<file path="config.mk">
export PLATFORM = sky130hd
export DESIGN_NAME = alias_line_parser_top_flat
export DESIGN_NICKNAME = d
export VERILOG_FILES = /design/src/rtl/alp_pkg.sv /design/src/rtl/alp_in_if.sv /design/src/rtl/alp_out_if.sv /design/src/rtl/alp_front.sv /design/src/rtl/alp_back.sv /design/src/rtl/alias_line_parser_top.sv /design/src/flat_wrapper.sv
export SDC_FILE = /design/constraint.sdc
export NUM_CORES = 1
export LEC_CHECK = 0
export BUFFER_PORTS_ARGS = -buffer_cell sky130_fd_sc_hd__buf_4
export CAP_MARGIN = 25
export CORE_MARGIN = 10
export CORE_UTILIZATION = 24
export DETAILED_ROUTE_END_ITERATION = 10
export GPL_TIMING_DRIVEN = 0
export HOLD_SLACK_MARGIN = 0.02
export PLACE_DENSITY = 0.45
export SLEW_MARGIN = 20
export SYNTH_ARGS = -nofsm -noshare
export SYNTH_HDL_FRONTEND = slang
export SYNTH_SLANG_ARGS = --single-unit
</file>
<file path="constraint.sdc">
create_clock -name i_clk -period 4.6 [get_ports i_clk]
set_clock_uncertainty 0.05 [all_clocks]
set_input_delay 0.92 -clock i_clk [delete_from_list [all_inputs] [get_ports i_clk]]
set_output_delay 0.92 -clock i_clk [all_outputs]
set_load 0.01 [all_outputs]
</file>
<file path="src/rtl/alp_pkg.sv">
package alp_pkg;

    localparam int KW_LEN   = 18;
    localparam int KW_POS_W = 5;
    localparam logic [8*KW_LEN-1:0] KW_TEXT = {"FILE_", "NAMES_", "ALIASES"};

    localparam logic [7:0] CH_NUL    = 8'h00;
    localparam logic [7:0] CH_LF     = 8'h0A;
    localparam logic [7:0] CH_TAB    = 8'h09;
    localparam logic [7:0] CH_SPACE  = 8'h20;
    localparam logic [7:0] CH_BANG   = 8'h21;
    localparam logic [7:0] CH_QUOTE  = 8'h22;
    localparam logic [7:0] CH_BSLASH = 8'h5C;

    localparam logic [1:0] KIND_NONE  = 2'd0;
    localparam logic [1:0] KIND_ALIAS = 2'd1;
    localparam logic [1:0] KIND_NAME  = 2'd2;
    localparam logic [1:0] KIND_EOL   = 2'd3;

    localparam logic [2:0] LT_BLANK     = 3'd0;
    localparam logic [2:0] LT_COMMENT   = 3'd1;
    localparam logic [2:0] LT_KEYWORD   = 3'd2;
    localparam logic [2:0] LT_ALIAS     = 3'd3;
    localparam logic [2:0] LT_MALFORMED = 3'd4;

    // Classified byte handed from front to back.
    typedef struct packed {
        logic [7:0] ch;
        logic       eol;
        logic       blank;
        logic       quote;
        logic       bslash;
        logic       bang;
    } t_cls;

    function automatic logic [7:0] kw_char(input logic [KW_POS_W-1:0] pos);
        logic [7:0] res;
        res = 8'h00;
        for (int k = 0; k < KW_LEN; k++) begin
            if (pos == KW_POS_W'(k)) begin
                res = KW_TEXT[8*(KW_LEN-1-k) +: 8];
            end
        end
        return res;
    endfunction

endpackage

</file>
<file path="src/rtl/alp_in_if.sv">
interface alp_in_if;
    logic       valid;
    logic       ready;
    logic [7:0] char_in;

    modport source (output valid, output char_in, input ready);
    modport sink   (input valid, input char_in, output ready);
endinterface

</file>
<file path="src/rtl/alp_out_if.sv">
interface alp_out_if;
    logic       valid;
    logic       ready;
    logic [1:0] out_kind;
    logic [7:0] out_char;
    logic [2:0] line_type;

    modport source (output valid, output out_kind, output out_char, output line_type,
                    input ready);
    modport sink   (input valid, input out_kind, input out_char, input line_type,
                    output ready);
endinterface

</file>
<file path="src/rtl/alp_front.sv">
module alp_front (
    input  logic          i_clk,
    input  logic          i_rst_n,
    alp_in_if.sink        i_in,
    output logic          o_valid,
    output alp_pkg::t_cls o_item,
    input  logic          i_pop
);
    import alp_pkg::*;

    t_cls       w_cls;
    t_cls       r_q [2];
    logic       r_wr_ptr, n_wr_ptr;
    logic       r_rd_ptr, n_rd_ptr;
    logic [1:0] r_count, n_count;
    logic       w_push;
    logic       w_pop;

    // Classify the byte.
    always_comb begin
        w_cls.ch     = i_in.char_in;
        w_cls.eol    = (i_in.char_in == CH_NUL) || (i_in.char_in == CH_LF);
        w_cls.blank  = (i_in.char_in == CH_SPACE) || (i_in.char_in == CH_TAB);
        w_cls.quote  = (i_in.char_in == CH_QUOTE);
        w_cls.bslash = (i_in.char_in == CH_BSLASH);
        w_cls.bang   = (i_in.char_in == CH_BANG);
    end

    assign i_in.ready = (r_count != 2'd2);
    assign w_push     = i_in.valid && i_in.ready;
    assign w_pop      = i_pop && (r_count != 2'd0);
    assign o_valid    = (r_count != 2'd0);
    assign o_item     = r_q[r_rd_ptr];

    always_comb begin
        n_wr_ptr = w_push ? ~r_wr_ptr : r_wr_ptr;
        n_rd_ptr = w_pop ? ~r_rd_ptr : r_rd_ptr;
        n_count  = r_count + 2'(w_push) - 2'(w_pop);
    end

    always_ff @(posedge i_clk) begin
        if (!i_rst_n) begin
            r_wr_ptr <= 1'b0;
            r_rd_ptr <= 1'b0;
            r_count  <= 2'd0;
        end else begin
            r_wr_ptr <= n_wr_ptr;
            r_rd_ptr <= n_rd_ptr;
            r_count  <= n_count;
        end
    end

    always_ff @(posedge i_clk) begin
        if (w_push) begin
            r_q[r_wr_ptr] <= w_cls;
        end
    end

endmodule

</file>
<file path="src/rtl/alp_back.sv">
module alp_back (
    input  logic          i_clk,
    input  logic          i_rst_n,
    input  logic          i_valid,
    input  alp_pkg::t_cls i_item,
    output logic          o_pop,
    alp_out_if.source     o_out
);
    import alp_pkg::*;

    typedef enum logic [2:0] {
        PH_START, PH_COMMENT, PH_ALIAS, PH_AFTER_ALIAS, PH_SEP, PH_NAME, PH_TRAIL
    } t_phase;

    t_phase                r_phase, n_phase;
    logic [KW_POS_W-1:0]   r_kw_pos, n_kw_pos;
    logic                  r_kw_alive, n_kw_alive;
    logic                  r_in_quotes, n_in_quotes;
    logic                  r_esc, n_esc;
    logic                  r_failed, n_failed;

    logic                  r_out_valid;
    logic [1:0]            r_out_kind, n_out_kind;
    logic [7:0]            r_out_char, n_out_char;
    logic [2:0]            r_line_type, n_line_type;

    logic                  w_field;
    logic                  w_first;
    logic                  w_emit;
    logic                  w_fld_end;
    logic [2:0]            w_end_type;

    assign o_pop = i_valid && (!r_out_valid || o_out.ready);

    // Line type as reported at the line end.
    always_comb begin
        if (r_phase == PH_START) begin
            w_end_type = LT_BLANK;
        end else if (r_phase == PH_COMMENT) begin
            w_end_type = LT_COMMENT;
        end else if (r_kw_alive && (r_kw_pos == KW_POS_W'(KW_LEN))) begin
            w_end_type = LT_KEYWORD;
        end else if (r_failed) begin
            w_end_type = LT_MALFORMED;
        end else begin
            case (r_phase)
                PH_SEP, PH_TRAIL: w_end_type = LT_ALIAS;
                PH_NAME:          w_end_type = (r_esc || r_in_quotes) ? LT_MALFORMED : LT_ALIAS;
                default:          w_end_type = LT_MALFORMED;
            endcase
        end
    end

    always_comb begin
        n_phase     = r_phase;
        n_kw_pos    = r_kw_pos;
        n_kw_alive  = r_kw_alive;
        n_in_quotes = r_in_quotes;
        n_esc       = r_esc;
        n_failed    = r_failed;
        n_out_kind  = KIND_NONE;
        n_out_char  = 8'h00;
        n_line_type = LT_BLANK;
        w_emit      = 1'b0;
        w_fld_end   = 1'b0;

        // Does this byte go through the field logic, and does it open a field?
        w_first = ((r_phase == PH_START) && !i_item.bang) || (r_phase == PH_SEP);
        w_field = !r_failed && (((r_phase == PH_START || r_phase == PH_SEP)
                                 && !i_item.blank && w_first)
                                || r_phase == PH_ALIAS || r_phase == PH_NAME);

        if (i_item.eol) begin
            n_out_kind  = KIND_EOL;
            n_line_type = w_end_type;
            n_phase     = PH_START;
            n_kw_pos    = '0;
            n_kw_alive  = 1'b1;
            n_in_quotes = 1'b0;
            n_esc       = 1'b0;
            n_failed    = 1'b0;
        end else begin
            // Keyword match runs on every non-leading byte of the line while the match is still alive.
            if (!((r_phase == PH_START) && i_item.blank) && r_kw_alive) begin
                if (r_kw_pos < KW_POS_W'(KW_LEN)) begin
                    if (i_item.ch == kw_char(r_kw_pos)) begin
                        n_kw_pos = r_kw_pos + 1'b1;
                    end else begin
                        n_kw_alive = 1'b0;
                    end
                end else if (!i_item.blank) begin
                    n_kw_alive = 1'b0;
                end
            end

            if (w_field) begin
                if (w_first && i_item.quote) begin
                    n_in_quotes = 1'b1;
                end else if (r_esc) begin
                    n_esc  = 1'b0;
                    w_emit = 1'b1;
                end else if (i_item.bslash) begin
                    n_esc = 1'b1;
                end else if (r_in_quotes ? i_item.quote : i_item.blank) begin
                    w_fld_end = 1'b1;
                end else begin
                    w_emit = 1'b1;
                end
            end

            if (!r_failed) begin
                case (r_phase)
                    PH_START: begin
                        if (!i_item.blank) begin
                            n_phase = i_item.bang ? PH_COMMENT : PH_ALIAS;
                        end
                    end
                    PH_ALIAS: begin
                        if (w_fld_end) begin
                            n_phase     = r_in_quotes ? PH_AFTER_ALIAS : PH_SEP;
                            n_in_quotes = 1'b0;
                        end
                    end
                    PH_AFTER_ALIAS: begin
                        if (i_item.blank) begin
                            n_phase = PH_SEP;
                        end else begin
                            n_failed = 1'b1;
                        end
                    end
                    PH_SEP: begin
                        if (!i_item.blank) begin
                            n_phase = PH_NAME;
                        end
                    end
                    PH_NAME: begin
                        if (w_fld_end) begin
                            n_phase     = PH_TRAIL;
                            n_in_quotes = 1'b0;
                        end
                    end
                    PH_TRAIL: begin
                        if (!i_item.blank) begin
                            n_failed = 1'b1;
                        end
                    end
                    PH_COMMENT: ;
                    default: n_failed = 1'b1;
                endcase
            end

            if (w_emit) begin
                n_out_kind = (r_phase == PH_START || r_phase == PH_ALIAS) ? KIND_ALIAS
                                                                           : KIND_NAME;
                n_out_char = i_item.ch;
            end
        end
    end

    always_ff @(posedge i_clk) begin
        if (!i_rst_n) begin
            r_phase     <= PH_START;
            r_kw_pos    <= '0;
            r_kw_alive  <= 1'b1;
            r_in_quotes <= 1'b0;
            r_esc       <= 1'b0;
            r_failed    <= 1'b0;
            r_out_valid <= 1'b0;
        end else begin
            if (o_pop) begin
                r_phase     <= n_phase;
                r_kw_pos    <= n_kw_pos;
                r_kw_alive  <= n_kw_alive;
                r_in_quotes <= n_in_quotes;
                r_esc       <= n_esc;
                r_failed    <= n_failed;
                r_out_valid <= 1'b1;
            end else if (o_out.ready) begin
                r_out_valid <= 1'b0;
            end
        end
    end

    always_ff @(posedge i_clk) begin
        if (o_pop) begin
            r_out_kind  <= n_out_kind;
            r_out_char  <= n_out_char;
            r_line_type <= n_line_type;
        end
    end

    assign o_out.valid     = r_out_valid;
    assign o_out.out_kind  = r_out_kind;
    assign o_out.out_char  = r_out_char;
    assign o_out.line_type = r_line_type;

endmodule

</file>
<file path="src/rtl/alias_line_parser_top.sv">
// Path: an accepted byte is written into the two-entry queue, then popped by the back
// end into the output register, where it is presented as a result item. Throughput: one
// byte per cycle while the output is not stalled; the line state update in the back end
// is a single combinational step. While a result waits, the queue takes two more bytes,
// then the input stalls. Reset: synchronous, active low; clears the queue, empties
// the output register and returns the line state to start of line, matcher armed.
module alias_line_parser_top (
    input  logic      i_clk,
    input  logic      i_rst_n,
    alp_in_if.sink    i_in,
    alp_out_if.source o_out
);
    import alp_pkg::*;

    // Front to back: classified byte and queue handshake.
    logic w_q_valid;
    t_cls w_q_item;
    logic w_q_pop;

    // Front: flag end-of-line, blank, quote, backslash and bang, then queue the item.
    alp_front u_front (
        .i_clk   (i_clk),
        .i_rst_n (i_rst_n),
        .i_in    (i_in),
        .o_valid (w_q_valid),
        .o_item  (w_q_item),
        .i_pop   (w_q_pop)
    );

    // Back: advance the line state machine and keyword matcher, register the result.
    // It pops the queue whenever its output register is free or being drained.
    alp_back u_back (
        .i_clk   (i_clk),
        .i_rst_n (i_rst_n),
        .i_valid (w_q_valid),
        .i_item  (w_q_item),
        .o_pop   (w_q_pop),
        .o_out   (o_out)
    );

endmodule

</file>
<file path="src/flat_wrapper.sv">
// flat-port wrapper written by rule: the top's interface ports become plain ports
module alias_line_parser_top_flat import alp_pkg::*;
  (i_clk, i_rst_n, i_in_valid, i_in_char_in, i_in_ready, o_out_valid, o_out_out_kind, o_out_out_char, o_out_line_type, o_out_ready);
  alp_in_if i_in_i ();
  alp_out_if o_out_i ();
  input  logic i_clk;
  input  logic i_rst_n;
  input wire logic [$bits(i_in_i.valid)-1:0] i_in_valid;
  input wire logic [$bits(i_in_i.char_in)-1:0] i_in_char_in;
  output wire logic [$bits(i_in_i.ready)-1:0] i_in_ready;
  output wire logic [$bits(o_out_i.valid)-1:0] o_out_valid;
  output wire logic [$bits(o_out_i.out_kind)-1:0] o_out_out_kind;
  output wire logic [$bits(o_out_i.out_char)-1:0] o_out_out_char;
  output wire logic [$bits(o_out_i.line_type)-1:0] o_out_line_type;
  input wire logic [$bits(o_out_i.ready)-1:0] o_out_ready;
  assign i_in_i.valid = i_in_valid;
  assign i_in_i.char_in = i_in_char_in;
  assign i_in_ready = i_in_i.ready;
  assign o_out_valid = o_out_i.valid;
  assign o_out_out_kind = o_out_i.out_kind;
  assign o_out_out_char = o_out_i.out_char;
  assign o_out_line_type = o_out_i.line_type;
  assign o_out_i.ready = o_out_ready;
  alias_line_parser_top u_core (.i_clk(i_clk), .i_rst_n(i_rst_n), .i_in(i_in_i), .o_out(o_out_i));
endmodule
</file>
==> results.txt <==
placed cell area -> 3640 µm²
Final Hold Fails -> 0
Synth Flop Type -> edfxtp_1
worst-margin pin slew -> 0.906 ns
dpl hpwl -> 5850 µm
XOR/XNOR Fraction of Synth Area -> 1.09%
family with the most delay on the worst path -> simple AND/OR/NAND/NOR gates
max-cap violation count -> 0
Starting Density -> 24.4%
crit end category -> register
register area share after synthesis -> 47.5%
Adder-Cell Fraction of Synth Area -> 3.41%
setup bufs post-CTS -> 0
Synth Area in Compound Gates -> 15.8%
Cell Area, Synth -> 3220 µm²
drt total wl -> 7950 µm
critical-path cell list -> ha_1 > clkbuf_1 > and3_1 > ha_1 > inv_1 > o21ai_0 > a2bb2o_4 > or3_1 > a21oi_2 > o2111ai_4 > or3_1 > a21boi_1
Clock Tree Root -> clkbuf_16
Global Route Usage Sum -> 8.96%
status -> complete, no violations
count of cell types in the netlist -> 62
ANT cells -> 0
Power Total -> 1.95 mW
HP Class -> register to register
Antenna Nets Post-Route -> 0
Die Y -> 136 µm
Slew Limit Fails -> 0
post-route cell area -> 3940 µm²
drt initial violations -> 188
register bit count reported by yosys -> 57
RSZ-0062 raised after global routing -> no
Max H-tree Level -> 3
CP required -> 4.81 ns
first-pass GRT wire length -> 13000 µm
startpoint class of the critical path -> register
count of final setup violators -> 0
Post-synth ARST share -> 0%
initial antenna violation count -> 0
Vias/cell -> 4.75
vias in the first global route -> 2411
Fmax -> 303 MHz
Synth area leader -> edfxtp_1
Ports -> 27
Reg2Reg Setup Slack -> 1.30 ns
CP peak stage delay -> 0.39 ns
vias -> 2516
synth warn -> 0
GP Congestion -> 0.817
Final nets -> 369
Wirelength per Cell -> 15.0 µm
synth top area cells -> edfxtp_1, dfxtp_1, mux2i_1
CTS sink cnt -> 57
layout cells sized above 1 -> 19.2%
Max clock buf depth -> 2
Post-CTS Resized -> 0
crit path time final -> 3.30 ns
power per cell area -> 494 nW/µm²
Buffers on Ports -> 26
non-filler cells, final -> 530
commonest cells in the netlist -> edfxtp_1, nor2_1, mux2i_1
period utilization -> 71.8%
Slew headroom -> 37.9%
top-count cell post-synth -> edfxtp_1
Mean Syn Cell Area -> 10.3 µm²
Buf+Inv Stages, Crit Path -> 2
largest family of logic cells by synthesized area -> simple AND/OR/NAND/NOR gates
Clock Latency Late Sink -> 0.33 ns
crit path DAT -> 3.51 ns
Post-Syn Instances -> 312
EDFF count, synth -> 39
# placed instances -> 514
syn nets -> 332
leakage power -> 1.44 nW
peak supply drop -> 202 µV
hold_buf cts -> 0
crit path max-delay cell type -> or3_1
Reg clk slew, reported paths -> 0.05 ns
DIE WIDTH -> 136 µm
Synth top area share -> 36.3%
core area -> 13200 µm²
pin count of the biggest net entering global routing -> 19
# rows -> 42
Post-Synth Simple-Gate Area -> 20.6%
GRT overflow -> 0
P&R area growth vs syn -> 22.2%
die area -> 18500 µm²
clock buffer count from CTS -> 9
Remaining DRCs -> 0
Max FO, Critical Path -> 10
CP Class -> register to register
Final TNS setup -> 0 ns
TritonCTS clock tree -> built
Detailed Routing Iterations Pass 1 -> 4
mux cell area share after synthesis -> 7.64%
[sequential cells by signal, indices dropped and copies added, names as in the netlist, named ones only]
signal and flops:
u_core.u_back.r_in_quotes 1, u_core.u_back.r_esc 1, u_core.u_back.r_kw_pos 5, u_core.u_front.r_count 2, u_core.u_back.o_out.out_char 8, u_core.u_back.o_out.valid 1
u_core.u_back.o_out.out_kind 2, u_core.u_back.r_kw_alive 1, u_core.u_back.r_phase 3, u_core.u_front.r_q 26, u_core.u_back.r_failed 1, u_core.u_front.r_rd_ptr 1
u_core.u_back.o_out.line_type 3, u_core.u_front.r_wr_ptr 1
[layout make-up]
class                      instances  area, µm²
buffer                            18       87.6
clock buffer                      10        229
multi-input combinational        226       1570
inverter                          11       41.3
fill                            1372       9250
clock inverter                     6       67.6
timing repair buffer              26        195
sequential                        57       1530
tap                              176        220
[report_power, final]
| part | internal, mW | switching (mW) |
|---|---|---|
| Clock | 0.420 | 0.242 |
| Combinational | 0.236 | 0.336 |
| Sequential | 0.670 | 0.0417 |
| Total | 1.33 | 0.619 |
[metal layers]
metal	share of wire [%]	track usage (%)
met2	44	13.0
met5	0	0
met4	1.0	2.25
met3	5.3	3.47
met1	50	12.2
[stage by stage]
| stage | setup slack [ns] | hold slack, ns | util [%] |
|---|---|---|---|
| 5_1_grt | 1.08 | 0.505 | 29.9 |
| 3_3_place_gp | 1.31 | 0.452 | 27.6 |
| 6_report | 1.30 | 0.456 | 29.9 |
| 4_1_cts | 1.29 | 0.460 | 29.9 |
| 2_1_floorplan | 1.74 | 0.405 | - |
| 3_5_place_dp | 1.31 | 0.453 | 27.6 |
[layout by cell type (no fill, tap or decap), types with 3 or more instances in the layout]
| cell type | instances |
|---|---|
| o21ai_0 | 16 |
| and2_1 | 6 |
| dfxtp_1 | 18 |
| buf_2 | 7 |
| xnor2_1 | 3 |
| mux2_2 | 5 |
| mux2i_1 | 19 |
| nand4b_1 | 3 |
| edfxtp_1 | 39 |
| clkbuf_1 | 10 |
| nand3_1 | 5 |
| nor2_1 | 27 |
| nand2b_1 | 8 |
| nand4_1 | 7 |
| a21oi_1 | 10 |
| o31ai_1 | 4 |
| nand2_1 | 16 |
| clkbuf_16 | 9 |
| nor4_1 | 3 |
| nor3_1 | 9 |
| or3_1 | 4 |
| inv_1 | 11 |
| o211ai_1 | 4 |
| nor2b_1 | 13 |
| and3_1 | 4 |
| ha_1 | 8 |
| a31oi_1 | 5 |
| buf_4 | 27 |
[path summary, 6_finish.rpt]
path,depth (start not counted),to,from
worst min register to register,2,u_core.u_back.r_kw_alive,u_core.u_back.r_kw_alive
worst max register to register,12,u_core.u_back.r_kw_pos[3],u_core.u_back.r_kw_pos[0]
worst min-delay path,2,u_core.u_back.r_kw_alive,u_core.u_back.r_kw_alive
worst max-delay path,12,u_core.u_back.r_kw_pos[3],u_core.u_back.r_kw_pos[0]
[kinds of logic after synthesis]
group / count (synthesis)
mux: 24
buf+inv: 29
xor+xnor: 4
flops: 57
fa+ha+maj: 9
compound gates: 69
simple gates: 120
[tightest hold or removal path: cells and delay by family, from the launching register on]
| family | cells | cell delay (ns) |
|---|---|---|
| compound gates | 1 | 0.07 |
| buf+inv | 1 | 0.05 |
| flops | 1 | 0.33 |
No activity file was read; power rests on OpenSTA's default activity.
